**src/sv/stxfr_pkg.sv**
```systemverilog
// ----------------------------------------------------------------------------
// stxfr_pkg
// shared types and constants of the stx/etx frame receiver
// ----------------------------------------------------------------------------
package stxfr_pkg;

    localparam int unsigned BYTE_W  = 8;
    localparam int unsigned CFG_IDX_W = 2;

    localparam logic [BYTE_W-1:0] START_DELIM_RST = 8'h02;
    localparam logic [BYTE_W-1:0] END_DELIM_RST   = 8'h03;
    localparam logic [BYTE_W-1:0] MAX_LEN_RST     = 8'd255;

    typedef enum logic [CFG_IDX_W-1:0] {
        CFG_START_DELIM = 2'd0,
        CFG_END_DELIM   = 2'd1,
        CFG_MAX_LEN     = 2'd2
    } cfg_idx_t;

    typedef enum logic [2:0] {
        PH_HUNT = 3'd0,
        PH_LEN  = 3'd1,
        PH_DATA = 3'd2,
        PH_CHK  = 3'd3,
        PH_END  = 3'd4,
        PH_ERR  = 3'd5
    } phase_t;

    typedef enum logic [2:0] {
        EV_NONE   = 3'd0,
        EV_GOOD   = 3'd1,
        EV_BADSUM = 3'd2,
        EV_BADEND = 3'd3,
        EV_BADLEN = 3'd4
    } event_t;

    typedef struct packed {
        logic [BYTE_W-1:0] start_delim;
        logic [BYTE_W-1:0] end_delim;
        logic [BYTE_W-1:0] max_len;
    } cfg_t;

    typedef struct packed {
        logic              payload_valid;
        logic [BYTE_W-1:0] payload_byte;
        logic              payload_last;
        event_t            frame_event;
    } res_t;

endpackage

```
**src/sv/stxfr_cfg_regs.sv**
```systemverilog
// ----------------------------------------------------------------------------
// stxfr_cfg_regs
// delimiter and length limit registers behind the configuration write port
// ----------------------------------------------------------------------------
module stxfr_cfg_regs (
    input  logic                               aclk,
    input  logic                               aresetn,
    input  logic                               cfg_valid,
    output logic                               cfg_ready,
    input  logic [stxfr_pkg::CFG_IDX_W-1:0]    cfg_index,
    input  logic [stxfr_pkg::BYTE_W-1:0]       cfg_data,
    output stxfr_pkg::cfg_t                    cfg
);
    import stxfr_pkg::*;

    cfg_t cfg_reg;
    cfg_t cfg_next;

    assign cfg_ready = 1'b1;
    assign cfg       = cfg_reg;

    always_comb begin
        cfg_next = cfg_reg;
        if (cfg_valid) begin
            unique case (cfg_index)
                CFG_START_DELIM: cfg_next.start_delim = cfg_data;
                CFG_END_DELIM:   cfg_next.end_delim   = cfg_data;
                CFG_MAX_LEN:     cfg_next.max_len     = cfg_data;
                default:         cfg_next             = cfg_reg;
            endcase
        end
    end

    always_ff @(posedge aclk) begin
        if (!aresetn) begin
            cfg_reg.start_delim <= START_DELIM_RST;
            cfg_reg.end_delim   <= END_DELIM_RST;
            cfg_reg.max_len     <= MAX_LEN_RST;
        end else begin
            cfg_reg <= cfg_next;
        end
    end

endmodule

```
**src/sv/stxfr_frame_fsm.sv**
```systemverilog
// ----------------------------------------------------------------------------
// stxfr_frame_fsm
// frame phase tracking, running xor and per-byte result decode
// ----------------------------------------------------------------------------
module stxfr_frame_fsm (
    input  logic                         aclk,
    input  logic                         aresetn,
    input  logic                         step,
    input  logic [stxfr_pkg::BYTE_W-1:0] rx_byte,
    input  stxfr_pkg::cfg_t              cfg,
    output stxfr_pkg::res_t              res
);
    import stxfr_pkg::*;

    phase_t            phase_reg,    phase_next;
    logic [BYTE_W-1:0] exp_len_reg,  exp_len_next;
    logic [BYTE_W-1:0] count_reg,    count_next;
    logic [BYTE_W-1:0] xor_reg,      xor_next;
    logic [BYTE_W-1:0] check_reg,    check_next;
    logic [BYTE_W-1:0] count_inc;
    logic              bad_len;

    assign count_inc = count_reg + 8'd1;
    assign bad_len   = (rx_byte == '0) || (rx_byte > cfg.max_len);

    // next state
    always_comb begin
        phase_next   = phase_reg;
        exp_len_next = exp_len_reg;
        count_next   = count_reg;
        xor_next     = xor_reg;
        check_next   = check_reg;
        unique case (phase_reg)
            PH_LEN: begin
                exp_len_next = rx_byte;
                count_next   = '0;
                xor_next     = '0;
                phase_next   = bad_len ? PH_ERR : PH_DATA;
            end
            PH_DATA: begin
                xor_next   = xor_reg ^ rx_byte;
                count_next = count_inc;
                if (count_inc >= exp_len_reg) begin
                    phase_next = PH_CHK;
                end
            end
            PH_CHK: begin
                check_next = rx_byte;
                phase_next = PH_END;
            end
            PH_END: begin
                phase_next = PH_HUNT;
            end
            PH_ERR: begin
                count_next = '0;
                phase_next = PH_HUNT;
            end
            default: begin
                phase_next = PH_HUNT;
                if (rx_byte == cfg.start_delim) begin
                    count_next = '0;
                    xor_next   = '0;
                    phase_next = PH_LEN;
                end
            end
        endcase
    end

    // result decode
    always_comb begin
        res = '{payload_valid: 1'b0, payload_byte: '0, payload_last: 1'b0,
                frame_event: EV_NONE};
        unique case (phase_reg)
            PH_LEN: begin
                if (bad_len) begin
                    res.frame_event = EV_BADLEN;
                end
            end
            PH_DATA: begin
                res.payload_valid = 1'b1;
                res.payload_byte  = rx_byte;
                res.payload_last  = (count_inc >= exp_len_reg);
            end
            PH_END: begin
                if (rx_byte == cfg.end_delim) begin
                    res.frame_event = (xor_reg == check_reg) ? EV_GOOD : EV_BADSUM;
                end else begin
                    res.frame_event = EV_BADEND;
                end
            end
            default: begin
                res.frame_event = EV_NONE;
            end
        endcase
    end

    always_ff @(posedge aclk) begin
        if (!aresetn) begin
            phase_reg   <= PH_HUNT;
            exp_len_reg <= '0;
            count_reg   <= '0;
            xor_reg     <= '0;
            check_reg   <= '0;
        end else if (step) begin
            phase_reg   <= phase_next;
            exp_len_reg <= exp_len_next;
            count_reg   <= count_next;
            xor_reg     <= xor_next;
            check_reg   <= check_next;
        end
    end

endmodule

```
**src/sv/stx_etx_frame_receiver_unit.sv**
```systemverilog
// ----------------------------------------------------------------------------
// stx_etx_frame_receiver_unit
// byte-serial deframer for start, length, payload, xor check, end frames
// ----------------------------------------------------------------------------
// One received byte enters per request and exactly one result leaves for it.
// The path is an input register, the frame state update and result decode,
// and a result register; a byte is accepted every cycle while results are
// taken. Payload bytes stream out with a last mark; a bad length byte gives
// bad length, the end byte the outcome: good, checksum mismatch or bad end.
// The three configuration registers are written through the cfg port; the
// user must write them only while idle, which the block does not enforce.
module stx_etx_frame_receiver_unit (
    input  logic                               aclk,
    input  logic                               aresetn,
    input  logic                               s_valid,
    output logic                               s_ready,
    input  logic [stxfr_pkg::BYTE_W-1:0]       s_rx_byte,
    output logic                               m_valid,
    input  logic                               m_ready,
    output logic                               m_payload_valid,
    output logic [stxfr_pkg::BYTE_W-1:0]       m_payload_byte,
    output logic                               m_payload_last,
    output logic [2:0]                         m_frame_event,
    input  logic                               cfg_valid,
    output logic                               cfg_ready,
    input  logic [stxfr_pkg::CFG_IDX_W-1:0]    cfg_index,
    input  logic [stxfr_pkg::BYTE_W-1:0]       cfg_data
);
    import stxfr_pkg::*;

    cfg_t              cfg;
    res_t              fsm_res;
    res_t              res_reg;
    logic              res_valid_reg;
    logic              in_valid_reg;
    logic [BYTE_W-1:0] in_byte_reg;
    logic              advance;
    logic              step;

    assign advance = !res_valid_reg || m_ready;
    assign step    = in_valid_reg && advance;
    assign s_ready = !in_valid_reg || advance;

    stxfr_cfg_regs u_cfg (
        .aclk      (aclk),
        .aresetn   (aresetn),
        .cfg_valid (cfg_valid),
        .cfg_ready (cfg_ready),
        .cfg_index (cfg_index),
        .cfg_data  (cfg_data),
        .cfg       (cfg)
    );

    stxfr_frame_fsm u_fsm (
        .aclk    (aclk),
        .aresetn (aresetn),
        .step    (step),
        .rx_byte (in_byte_reg),
        .cfg     (cfg),
        .res     (fsm_res)
    );

    always_ff @(posedge aclk) begin
        if (!aresetn) begin
            in_valid_reg <= 1'b0;
        end else if (s_valid && s_ready) begin
            in_valid_reg <= 1'b1;
        end else if (step) begin
            in_valid_reg <= 1'b0;
        end
    end

    always_ff @(posedge aclk) begin
        if (s_valid && s_ready) begin
            in_byte_reg <= s_rx_byte;
        end
    end

    always_ff @(posedge aclk) begin
        if (!aresetn) begin
            res_valid_reg <= 1'b0;
        end else if (step) begin
            res_valid_reg <= 1'b1;
        end else if (m_ready) begin
            res_valid_reg <= 1'b0;
        end
    end

    always_ff @(posedge aclk) begin
        if (step) begin
            res_reg <= fsm_res;
        end
    end

    assign m_valid         = res_valid_reg;
    assign m_payload_valid = res_reg.payload_valid;
    assign m_payload_byte  = res_reg.payload_byte;
    assign m_payload_last  = res_reg.payload_last;
    assign m_frame_event   = res_reg.frame_event;

endmodule
```
**config.mk**
```make
export PLATFORM = sky130hd
export DESIGN_NAME = stx_etx_frame_receiver_unit
export DESIGN_NICKNAME = d
export VERILOG_FILES = /design/src/sv/stxfr_pkg.sv /design/src/sv/stxfr_cfg_regs.sv /design/src/sv/stxfr_frame_fsm.sv /design/src/sv/stx_etx_frame_receiver_unit.sv
export SDC_FILE = /design/constraint.sdc
export NUM_CORES = 1
export LEC_CHECK = 0
export ABC_CLOCK_PERIOD_IN_PS = 2500
export BUFFER_PORTS_ARGS = -buffer_cell sky130_fd_sc_hd__buf_4
export CORE_MARGIN = 2
export CORE_UTILIZATION = 30
export CTS_CLUSTER_SIZE = 25
export DETAILED_ROUTE_END_ITERATION = 10
export PLACE_DENSITY = 0.54
export RECOVER_POWER = 25
export SYNTH_ARGS = -nofsm -noshare
export SYNTH_HDL_FRONTEND = slang
export SYNTH_SLANG_ARGS = --single-unit
export TNS_END_PERCENT = 30
```
**constraint.sdc**
```tcl
create_clock -name aclk -period 2.5 [get_ports aclk]
set_input_delay 0 -clock aclk [delete_from_list [all_inputs] [get_ports aclk]]
set_output_delay 0 -clock aclk [all_outputs]
set_load 0.02 [all_outputs]
```
Yosys cells after proc, flatten, opt, wreduce, memory -nomap -nowiden

Index checks and enable logic that the tools add are counted.
W data, S select, Z words.

Bits in registers: 82
Output and inout port bits: 16

Add/subtract/negate cells: 1
Magnitude comparators: 2
Eq/ne operators: 11
Mux-type cells: 16
Bitwise operators: 3
Reduce and logical (&&, ||, !) cells: 25

Operators by type and width:

| cell                  | count |
|---|---|
| $pmux W8 S3           | 2 |
| $eq A8 B8 Y1          | 3 |
| $mux W3               | 4 |
| $pmux W3 S4           | 1 |
| $reduce_and A2 Y1     | 6 |
| $mux W10              | 1 |
| $add A8 B1 Y8 const B | 1 |
| $ge A8 B8 Y1          | 1 |
| $gt A8 B8 Y1          | 1 |
| $logic_not A8 Y1      | 1 |
| $mux W8               | 1 |
| $xor A8 B8 Y8         | 1 |
| $eq A3 B2 Y1 const B  | 2 |
| $eq A3 B3 Y1 const B  | 2 |
| $pmux W3 S2           | 1 |
| $reduce_and A3 Y1     | 2 |
| $reduce_bool A3 Y1    | 2 |
| $reduce_or A2 Y1      | 3 |
| $mux W1               | 5 |
| $reduce_bool A2 Y1    | 2 |
| $eq A3 B1 Y1 const B  | 1 |
| $logic_or A1 B1 Y1    | 3 |
| $reduce_or A3 Y1      | 1 |
| $eq A2 B1 Y1 const B  | 1 |
| 7 further kinds       | 10 |

Longest topological paths before layout

Gate-level depths: netlist of the first run.

Word-level depth: 5
Gate-level depth with buffers: 11
Gate-level depth less buffers: 11

Modules after synthesis

A second synthesis of the first run with hierarchy kept.

Cells, all modules: 435
Area total of the unflattened synthesis: 4195.3 sq um

Modules (own cells, without submodules):

| module                      | instances | cells an instance | area each (sq um) | sequential area each (sq um) |
|---|---|---|---|---|
| stxfr_frame_fsm             | 1         | 302               | 2442.3            | 700.7 |
| stxfr_cfg_regs              | 1         | 103               | 1018.5            | 480.5 |
| stx_etx_frame_receiver_unit | 1         | 30                | 734.5             | 670.6 |

Least setup slack after synthesis of the first run

Ideal clock, no wire load.

Kind: register to register
From: register u_fsm.count_reg[0]
To: register u_fsm.phase_reg[0]
Library setup time: 0.173 ns
Arrival: 2.055 ns
Required time: 2.327 ns
Setup slack: 0.272 ns
Stages on the path, launching flop included: 12
Buffers on the path: 0
Period minus slack after synthesis: 2.228 ns
Cells stage by stage: dfxtp_1 ha_1 nand3_1 nor2_1 xor2_1 ha_1 a21o_1 a21oi_1 a311o_1 nor2_1 o21ai_0 a41oi_1

Longest elaborated chain between the ends: 4

RTL lines:

| element                            | RTL line               | source |
|---|---|---|
| from (decl)                        | stxfr_frame_fsm.sv:17  | `logic [BYTE_W-1:0] count_reg, count_next;` |
| from (signal assigned)             | stxfr_frame_fsm.sv:107 | `count_reg <= count_next;` |
| $add A8 B1 Y8                      | stxfr_frame_fsm.sv:23  | `assign count_inc = count_reg + 8'd1;` |
| $ge A8 B8 Y1                       | stxfr_frame_fsm.sv:43  | `if (count_inc >= exp_len_reg) begin` |
| $ne A2 B1 Y1 (no source line)      | n/a                    |  |
| $reduce_and A2 Y1 (no source line) | n/a                    |  |
| to (signal assigned)               | stxfr_frame_fsm.sv:105 | `phase_reg <= phase_next;` |
| to (decl)                          | stxfr_frame_fsm.sv:15  | `phase_t phase_reg, phase_next;` |

Every way passes these cells.
A chain may end at the register's enable or synchronous reset.

Worst setup path after layout of the first run

From: register u_fsm.count_reg[4]
To: register u_fsm.phase_reg[0]

The elaborated chain is that of the path after synthesis.

==> impl_metrics.py, run 1 <==
metrics = {
    "worst_setup_path": {
        "critPathMaxStageDelay_ps": 400,
        "crit_required_ps": 2680,
        "crit_buf_inv": 1,
        "cpLargestDelayFamily": "simple AND/OR/NAND/NOR gates",
        "crit_chain": "and3_1, nand3_1, nor2_1, xor2_1, ha_1, buf_4, a21oi_4, a311o_1, nor2_1, o21ai_0, a41oi_1",
        "timing.critical_path.mode_cell": "nor2_1",
        "r2r_start": "u_fsm.count_reg[4]",
        "reg2reg_setup_slack_ps": 190,
        "critPathCaptureType": "flip-flop",
        "reg2reg_depth": 11,
        "cp-start-kind": "flip-flop",
        "crit_path_max_fanout": 4,
        "arrival_ps": 2500,
        "path_class": "flip-flop to flip-flop",
        "slowest_stage": "dfxtp_1",
        "r2r_end": "u_fsm.phase_reg[0]",
    },
    "place": {
        "port_buffers": 37,
        "gp_routability_congestion": 0.8053,
        "hpwl_mm": 6.452,
    },
    "synth": {
        "yosys-top-cells-count": "dfxtp_1, nand2_1, nor2b_1, mux2i_1, edfxtp_1",
        "netlist_area_um2": 4065,
        "synth.avg_cell_area_um2": 10.09,
        "synth_top_area_share_pct": 30.04,
        "yosysTopAreaCell": "dfxtp_1",
        "synth.most_common_cell": "dfxtp_1",
        "ys_seq_elements": 82,
        "synth_area_leaders": "dfxtp_1, edfxtp_1, mux2i_1",
        "synth_ff_type": "dfxtp_1",
        "syn_nets": 443,
        "synthArstFlopShare_pct": 0,
        "synth_edf_count": 21,
        "yosysUniqueCellTypes": 56,
        "syn-instance-count": 403,
        "yosys_warnings": 0,
        "ys_seq_area_share_pct": 45.55,
    },
    "clocking": {
        "cts_sinks": 82,
        "root_buffer": "clkbuf_16",
        "cts_made_buffers": 9,
        "clk_path_buf_depth": 2,
        "clkLatencyLatePin_ps": 330,
        "htreeDepth": 3,
        "cts_tree": "yes",
        "clkSlewWorstSetupHoldPaths_ps": 60,
    },
    "final_layout": {
        "utilization_pct": 37.59,
        "n_antenna_cell": 0,
        "largest_register_ffs": 24,
        "drive_gt1_share_pct": 14.97,
        "layout.nets": 496,
        "areaGrowthSynthToFinish_pct": 22.44,
    },
    "timing": {
        "hold_viol_final": 0,
        "clock.fmax_mhz": 432.6,
        "tightest_slew_ps": 667.7,
        "min_period_ps": 2312,
        "final-max-slew-violation-count": 0,
        "fin_crit_sh_pct": 92.46,
        "finalSetupTns_ps": 0,
        "setup_viol": 0,
        "rsz0062_at_grt": "no",
        "relSlewSlack_pct": 55.08,
        "fin_skew_ps": 3.522,
    },
    "global_routing": {
        "grt_pass1_vias": 3014,
        "antenna_found_initial": 0,
        "grt_max_degree": 71,
        "overflow": 0,
        "grt_usage_pct": 13.79,
        "grt_pass1_wl_mm": 15.40,
    },
    "hold_path": {
        "hp-start": "aresetn",
        "holdPathStages": 2,
        "whs_endpoint": "u_cfg.cfg[9]",
        "min_path_type": "primary input to flip-flop",
    },
    "routing": {
        "ant_nets": 0,
        "wl_per_cell_um": 14.84,
        "wl_met3_um": 373,
        "drt_iter0_drc": 181,
        "drt-total-wl_mm": 9.454,
        "vias": 3049,
        "viasPerCell": 4.786,
        "drcViolationCount": 0,
        "wl_met1_mm": 4.669,
        "route.met2.wl_mm": 4.174,
        "dr.pass1.iters": 5,
        "top_layer": "met4",
    },
    "power_and_ir_drop": {
        "p_leak_nw": 2.047,
        "vdd_ir_drop_max_uv": 347.5,
        "power-per-cell-area_nw_per_um2": 614.6,
        "p_clk_share_pct": 42.4,
        "p_int_mw": 2.346,
        "power_frac_seq_pct": 47.0,
        "power_mw": 3.059,
        "p_switching_mw": 0.7130,
        "comb_power_share_pct": 10.6,
        "p_sw_share_pct": 23.31,
    },
    "die": {
        "chipWidth_um": 120.4,
        "start_util_pct": 30.70,
        "die_area_um2": 14500,
        "placementRows": 42,
        "core_area_um2": 13240,
        "io_pins": 39,
        "die_y_um": 120.4,
    },
    "job": {
        "drv_cap": 0,
    },
    "run_status": {
        "status": "complete, no violations",
    },
}
==> kinds of logic after synthesis <==
logic type               count (synthesis)  synth area share, %
AND/OR/NAND/NOR                        126                17.94
flip-flops                              82                45.55
AO/OA/AOI/OAI                           77                13.70
buffers and inverters                   47                5.355
XOR/XNOR                                30                6.463
multiplexers                            23                5.663
adder cells (fa/ha/maj)                 17                5.232
other                                    1              0.09225
==> worst max-delay path by stage <==
stage | from | endpoint | slack (ps) | depth (start not counted)
2_1_floorplan | u_fsm.count_reg[0] | u_fsm.phase_reg[0] | 270 | 11
3_3_place_gp | u_fsm.count_reg[0] | u_fsm.phase_reg[0] | 150 | 11
3_5_place_dp | u_fsm.count_reg[0] | u_fsm.phase_reg[0] | 60 | 11
4_1_cts | u_fsm.count_reg[0] | u_fsm.phase_reg[0] | 50 | 11
5_1_grt | u_fsm.count_reg[1] | u_fsm.phase_reg[0] | 7 | 11
6_report | u_fsm.count_reg[4] | u_fsm.phase_reg[0] | 190 | 11
==> what timing repair did <==
item                                    CTS  global route
endpoints found under the setup margin    0             3
resized for setup                         0             5
buffers inserted                          0             1
hold buffers                             17             0
hold endpoints to repair                 33             0
==> layout by cell type, fill, tap and decap left out, types with 4 or more instances in the layout <==
cell	Yosys	layout
a21boi_0	8	8
dlygate4sd3_1	0	17
inv_1	19	19
clkbuf_16	0	9
o211ai_1	9	9
xor2_1	19	19
nor2b_1	27	27
and2_1	9	9
nand4_1	6	6
buf_4	3	35
nor4_1	4	4
ha_1	17	16
dfxtp_1	61	60
a31o_1	8	8
clkbuf_1	16	12
a32o_1	5	5
o21ai_1	8	8
edfxtp_1	21	21
o21ai_0	8	8
nand2_1	32	32
clkbuf_4	0	8
mux2i_1	23	23
xnor2_1	11	11
a21oi_1	11	10
and4b_1	6	6
nor2_1	13	12
a31oi_1	5	5
nand3_1	13	13
==> power groups by stage <==
stage          Sequential [mW]  Clock [mW]  Combinational [mW]
2_1_floorplan             1.47           0               0.194
3_3_place_gp              1.46           0               0.308
3_5_place_dp              1.47           0               0.311
4_1_cts                   1.44        1.33               0.333
5_1_grt                   1.44        1.39               0.357
6_report                  1.44        1.30               0.325
==> final cells by class <==
cell class                 instances  area [um2]
multi-input combinational        274        2012
fill                            1373        8265
tap                              176       220.2
timing repair buffer              69       526.8
clock inverter                     3       40.04
sequential                        82        1853
inverter                          20       75.07
clock buffer                      13       250.2
==> stage by stage <==
step	cell area [um2]	setup WS (ps)	cells	hold slack, ps
6_report	4977	188.4	637	158.8
5_1_grt	4977	6.920	637	174.4
4_1_cts	4986	51.83	636	144.8
3_5_place_dp	4526	60.74	603	179.5
3_3_place_gp	4526	147.6	603	180.7
2_1_floorplan	4065	272.2	403	98.87
==> metal layers <==
layer  global-route usage (%)  vias up
met4                    6.177        0
met2                    20.73       59
li1                         -     1528
met1                    18.94     1444
met5                        0        -
met3                    2.972       18
Power figures use the tool's default switching activity.
==> run 2, diff against run 1 <==
--- a/config.mk
+++ b/config.mk
@@ -13,6 +13,7 @@
 export DETAILED_ROUTE_END_ITERATION = 10
 export PLACE_DENSITY = 0.54
 export RECOVER_POWER = 25
+export REMOVE_ABC_BUFFERS = 1
 export SYNTH_ARGS = -nofsm -noshare
 export SYNTH_HDL_FRONTEND = slang
 export SYNTH_SLANG_ARGS = --single-unit
==> run 2 against run 1 <==
Against the previous run: clock-buffer cell count decreased by 3; clock power decreased by 4%; setup slack improved by 47 ps; fmax increased by 2.1%; cell count increased by 0.47%; critical endpoint is now u_fsm.xor_reg[4]; largest cell class unchanged; largest power group unchanged.
==> impl_metrics.py, run 2 (synthesis gave the netlist of run 1 again) <==
metrics = {
    "run_status": {
        "status": "complete, no violations",
    },
    "clocking": {
        "clkSlewWorstSetupHoldPaths_ps": 70,
        "htreeDepth": 3,
        "clkLatencyLatePin_ps": 340,
        "clk_path_buf_depth": 2,
        "cts_sinks": 82,
        "root_buffer": "clkbuf_16",
        "cts_tree": "yes",
        "cts_made_buffers": 9,
    },
    "place": {
        "hpwl_mm": 6.660,
        "gp_routability_congestion": 0.8223,
        "port_buffers": 37,
    },
    "global_routing": {
        "grt_max_degree": 52,
        "grt_pass1_vias": 3028,
        "antenna_found_initial": 0,
        "grt_pass1_wl_mm": 15.56,
        "overflow": 0,
        "grt_usage_pct": 13.68,
    },
    "power_and_ir_drop": {
        "p_sw_share_pct": 25.41,
        "p_leak_nw": 2.050,
        "vdd_ir_drop_max_uv": 319.0,
        "power_mw": 3.015,
        "comb_power_share_pct": 10.7,
        "power_frac_seq_pct": 47.7,
        "p_switching_mw": 0.7661,
        "p_int_mw": 2.248,
        "power-per-cell-area_nw_per_um2": 605.0,
        "p_clk_share_pct": 41.6,
    },
    "final_layout": {
        "drive_gt1_share_pct": 15.95,
        "layout.nets": 499,
        "n_antenna_cell": 0,
        "utilization_pct": 37.62,
        "largest_register_ffs": 24,
        "final_common_cell": "dfxtp_1",
        "mostFrequentLayoutCells": "dfxtp_1, buf_4, nand2_1, nor2b_1, mux2i_1",
        "areaGrowthSynthToFinish_pct": 22.56,
    },
    "routing": {
        "ant_nets": 0,
        "drt-total-wl_mm": 9.374,
        "wl_per_cell_um": 14.65,
        "dr.pass1.iters": 4,
        "wl_met1_mm": 4.780,
        "route.met2.wl_mm": 4.184,
        "viasPerCell": 4.719,
        "drt_iter0_drc": 177,
        "top_layer": "met4",
        "wl_met3_um": 258,
        "vias": 3020,
        "drcViolationCount": 0,
    },
    "timing": {
        "fin_skew_ps": 8.376,
        "min_period_ps": 2265,
        "clock.fmax_mhz": 441.5,
        "relSlewSlack_pct": 37.89,
        "finalSetupTns_ps": 0,
        "hold_viol_final": 0,
        "setup_viol": 0,
        "rsz0062_at_grt": "no",
        "final-max-slew-violation-count": 0,
        "tightest_slew_ps": 928.2,
        "fin_crit_sh_pct": 90.59,
    },
    "die": {
        "die_area_um2": 14500,
        "die_y_um": 120.4,
        "placementRows": 42,
        "start_util_pct": 30.70,
        "chipWidth_um": 120.4,
        "core_area_um2": 13240,
        "io_pins": 39,
    },
    "hold_path": {
        "min_path_type": "primary input to flip-flop",
    },
    "worst_setup_path": {
        "arrival_ps": 2500,
        "cp-start-kind": "flip-flop",
        "crit_path_max_fanout": 8,
        "critPathCaptureType": "flip-flop",
        "path_class": "flip-flop to flip-flop",
        "crit_required_ps": 2730,
    },
    "job": {
        "drv_cap": 0,
    },
}
==> run 2: area by class of cell <==
class | instances | area [um2]
Tap cell | 176 | 220.2
Clock buffer | 10 | 239.0
Clock inverter | 6 | 38.79
Sequential cell | 82 | 1852
Inverter | 20 | 75.07
Multi-Input combinational cell | 274 | 2012
Fill cell | 1332 | 8260
Timing Repair Buffer | 72 | 545.5
==> run 2: final timing paths <==
kind,from,to,slack (ps),cells after the start
max reg2reg,in_byte_reg[7],u_fsm.xor_reg[4],240,6
min reg2reg,u_fsm.exp_len_reg[6],u_fsm.exp_len_reg[6],470,2
max,in_byte_reg[7],u_fsm.xor_reg[4],240,6
min,aresetn,u_cfg.cfg[8],70,2
==> run 2: per-stage QoR <==
stage	worst slack, ps	hold slack (ps)	cell area (um2)	cells
4_1_cts	128.2	64.55	4996	639
2_1_floorplan	194.7	61.94	3923	376
3_3_place_gp	217.6	179.8	4548	606
5_1_grt	2.955	74.40	4982	640
3_5_place_dp	140.7	179.5	4548	606
6_report	235.2	65.29	4982	640
==> run 2: repair_timing <==
| action | in CTS | in global routing |
|---|---|---|
| hold buffers | 17 | 0 |
| setup endpoints to repair | 0 | 2 |
| endpoints found under the hold margin | 33 | 0 |
| gates resized for setup | 0 | 6 |
| setup buffers | 0 | 1 |
==> run 2: metal layers <==
| metal | vias to the layer above | track usage [%] |
|---|---|---|
| li1 | 1545 | - |
| met1 | 1423 | 18.77 |
| met2 | 42 | 21.54 |
| met3 | 10 | 2.217 |
| met4 | 0 | 5.305 |
| met5 | - | 0 |
==> run 2: worst max-delay path, stage by stage (launching register included) <==
cell       delay, ps
edfxtp_1         430
xor2_1           210
nor4_4           440
a21boi_1         170
a2111oi_4        530
o21ai_1          140
a31o_1           240
==> run 2: power groups by stage <==
stage	registers, mW	logic, mW	clock network [mW]
global route	1.44	0.356	1.34
detailed placement	1.47	0.309	0
finish	1.44	0.323	1.25
CTS	1.44	0.331	1.28
global placement	1.47	0.306	0
floorplan	1.48	0.153	0
==> run 3, diff against run 2 <==
--- a/config.mk
+++ b/config.mk
@@ -7,11 +7,14 @@
 export LEC_CHECK = 0
 export ABC_CLOCK_PERIOD_IN_PS = 2500
 export BUFFER_PORTS_ARGS = -buffer_cell sky130_fd_sc_hd__buf_4
+export CELL_PAD_IN_SITES_DETAIL_PLACEMENT = 1
+export CELL_PAD_IN_SITES_GLOBAL_PLACEMENT = 1
+export CORE_ASPECT_RATIO = 0.5
 export CORE_MARGIN = 2
 export CORE_UTILIZATION = 30
 export CTS_CLUSTER_SIZE = 25
 export DETAILED_ROUTE_END_ITERATION = 10
-export PLACE_DENSITY = 0.54
+export PLACE_DENSITY = 0.63
 export RECOVER_POWER = 25
 export REMOVE_ABC_BUFFERS = 1
 export SYNTH_ARGS = -nofsm -noshare
==> run 3 against run 2 <==
Against the previous run: via count is 2.5% higher; die area is 0.39% higher; wire length is 6.8% higher; non-clock buffer count is 1 lower; global-route usage is 1.2 points higher; critical path depth is 5 higher; sequential cell count stayed put; register-to-register slack worse by 70 ps; sequential share of layout area is 0.31 points lower.
==> impl_metrics.py, run 3 (synthesis gave the netlist of run 1 again) <==
metrics = {
    "final_layout": {
        "multi_input_area_um2": 2009,
        "utilization_pct": 38.81,
        "n_antenna_cell": 0,
        "seq_area_um2": 1853,
        "mostFrequentLayoutCells": "dfxtp_1, buf_4, nand2_1, nor2b_1, mux2i_1",
        "layout.nets": 498,
        "areaGrowthSynthToFinish_pct": 23.67,
        "final_common_cell": "dfxtp_1",
        "largest_register_ffs": 24,
        "drive_gt1_share_pct": 17.53,
        "nFillCells": 1449,
    },
    "routing": {
        "drt_iter0_drc": 70,
        "dr.pass1.iters": 4,
        "viasPerCell": 4.900,
        "drcViolationCount": 0,
        "wl_per_cell_um": 15.84,
        "vias": 3097,
        "ant_nets": 0,
        "drt-total-wl_mm": 10.01,
    },
    "place": {
        "dpl_worst_slack_ps": 34.89,
        "hpwl_mm": 7.190,
        "gp_routability_congestion": 0.7219,
        "port_buffers": 37,
    },
    "timing": {
        "tightest_slew_ps": 1134,
        "final.setup.worst_slack_ps": 162.3,
        "final-max-slew-violation-count": 0,
        "fin_crit_sh_pct": 93.51,
        "min_period_ps": 2338,
        "relSlewSlack_pct": 24.42,
        "finalSetupTns_ps": 0,
        "hold_viol_final": 0,
        "setup_viol": 0,
        "fin_skew_ps": 4.762,
        "rsz0062_at_grt": "no",
        "clock.fmax_mhz": 427.8,
    },
    "power_and_ir_drop": {
        "power_frac_seq_pct": 45.2,
        "p_int_mw": 2.425,
        "p_leak_nw": 2.094,
        "power-per-cell-area_nw_per_um2": 631.2,
        "vdd_ir_drop_max_uv": 326.6,
        "comb_power_share_pct": 10.7,
        "p_switching_mw": 0.7481,
        "p_sw_share_pct": 23.57,
        "p_clk_share_pct": 44.1,
    },
    "clocking": {
        "clkLatencyLatePin_ps": 340,
        "cts_made_buffers": 9,
        "cts_tree": "yes",
        "clk_path_buf_depth": 2,
        "cts_sinks": 82,
        "clkSlewWorstSetupHoldPaths_ps": 60,
        "htreeDepth": 3,
        "root_buffer": "clkbuf_16",
    },
    "worst_setup_path": {
        "crit_path_max_fanout": 4,
        "arrival_ps": 2530,
        "reg2reg_setup_slack_ps": 160,
        "path_class": "flip-flop to flip-flop",
        "critPathCaptureType": "flip-flop",
        "cp-start-kind": "flip-flop",
        "crit_required_ps": 2700,
    },
    "hold_path": {
        "min_path_type": "primary input to flip-flop",
    },
    "global_routing": {
        "grt_max_degree": 44,
        "grt_pass1_vias": 3301,
        "overflow": 0,
        "antenna_found_initial": 0,
        "grt_usage_pct": 14.84,
        "grt_pass1_wl_mm": 16.81,
    },
    "die": {
        "io_pins": 39,
        "core_area_um2": 12950,
        "start_util_pct": 31.38,
        "die_y_um": 86.31,
        "chipWidth_um": 168.6,
        "placementRows": 29,
        "die_area_um2": 14550,
    },
    "run_status": {
        "status": "complete, no violations",
    },
    "job": {
        "drv_cap": 0,
    },
}
==> run 3: worst max-delay path: stages (launching register included) <==
cell and delay [ps]:
dfxtp_1 370, ha_2 220, nand3_1 120, nor2_1 150, xor2_1 210, ha_1 280
a21o_1 190, a21oi_2 180, a311o_1 180, nor2_1 60, o21ai_0 160, a41oi_1 70
==> run 3: area by class of cell <==
class                      count  share of cell area [%]
clock buffer                  10                   4.555
clock inverter                 5                   1.568
inverter                      20                   1.493
multi-input combinational    274                   39.97
sequential                    82                   36.86
tap                          170                   4.231
timing repair buffer          71                   11.32
==> run 3: timing repair <==
action | 4_1_cts | 5_1_grt
hold buffers | 17 | 0
hold endpoints to repair | 33 | 0
buffers inserted | 0 | 1
resized for setup | 0 | 5
endpoints found under the setup margin | 0 | 4
==> run 3: path summary, 6_finish.rpt <==
| check | start | end | cells past startpoint |
|---|---|---|---|
| setup reg to reg | u_fsm.count_reg[1] | u_fsm.phase_reg[0] | 11 |
| hold reg to reg | u_fsm.exp_len_reg[7] | u_fsm.exp_len_reg[7] | 2 |
| hold / removal | m_ready | m_valid | 4 |
| setup / recovery | u_fsm.count_reg[1] | u_fsm.phase_reg[0] | 11 |
==> run 3: per-stage QoR <==
step                      cell area [um2]  total power, mW  cells  hold slack [ps]
after floorplan                      3923            1.637    376            61.94
after global placement               4533            1.779    599            177.8
after detailed placement             4533            1.786    599            179.6
after CTS                            5011            3.218    631            108.7
after global routing                 5027            3.302    632            179.6
final                                5027            3.173    632            154.0
==> run 3: power by group through the flow <==
stage	registers (mW)	logic, mW	clock network, mW
finish	1.43	0.339	1.40
floorplan	1.48	0.153	0
detailed placement	1.46	0.322	0
global placement	1.46	0.316	0
global route	1.44	0.374	1.49
CTS	1.44	0.345	1.44
==> run 3: per-layer routing <==
metal	routed length, um	share of wire (%)	track usage [%]	vias to the layer above
li1	-	-	-	1528
met1	4656	47	17.92	1512
met2	4851	48	26.08	39
met3	301	3.0	3.744	18
met4	199	2.0	5.329	0
met5	0	0	0	-
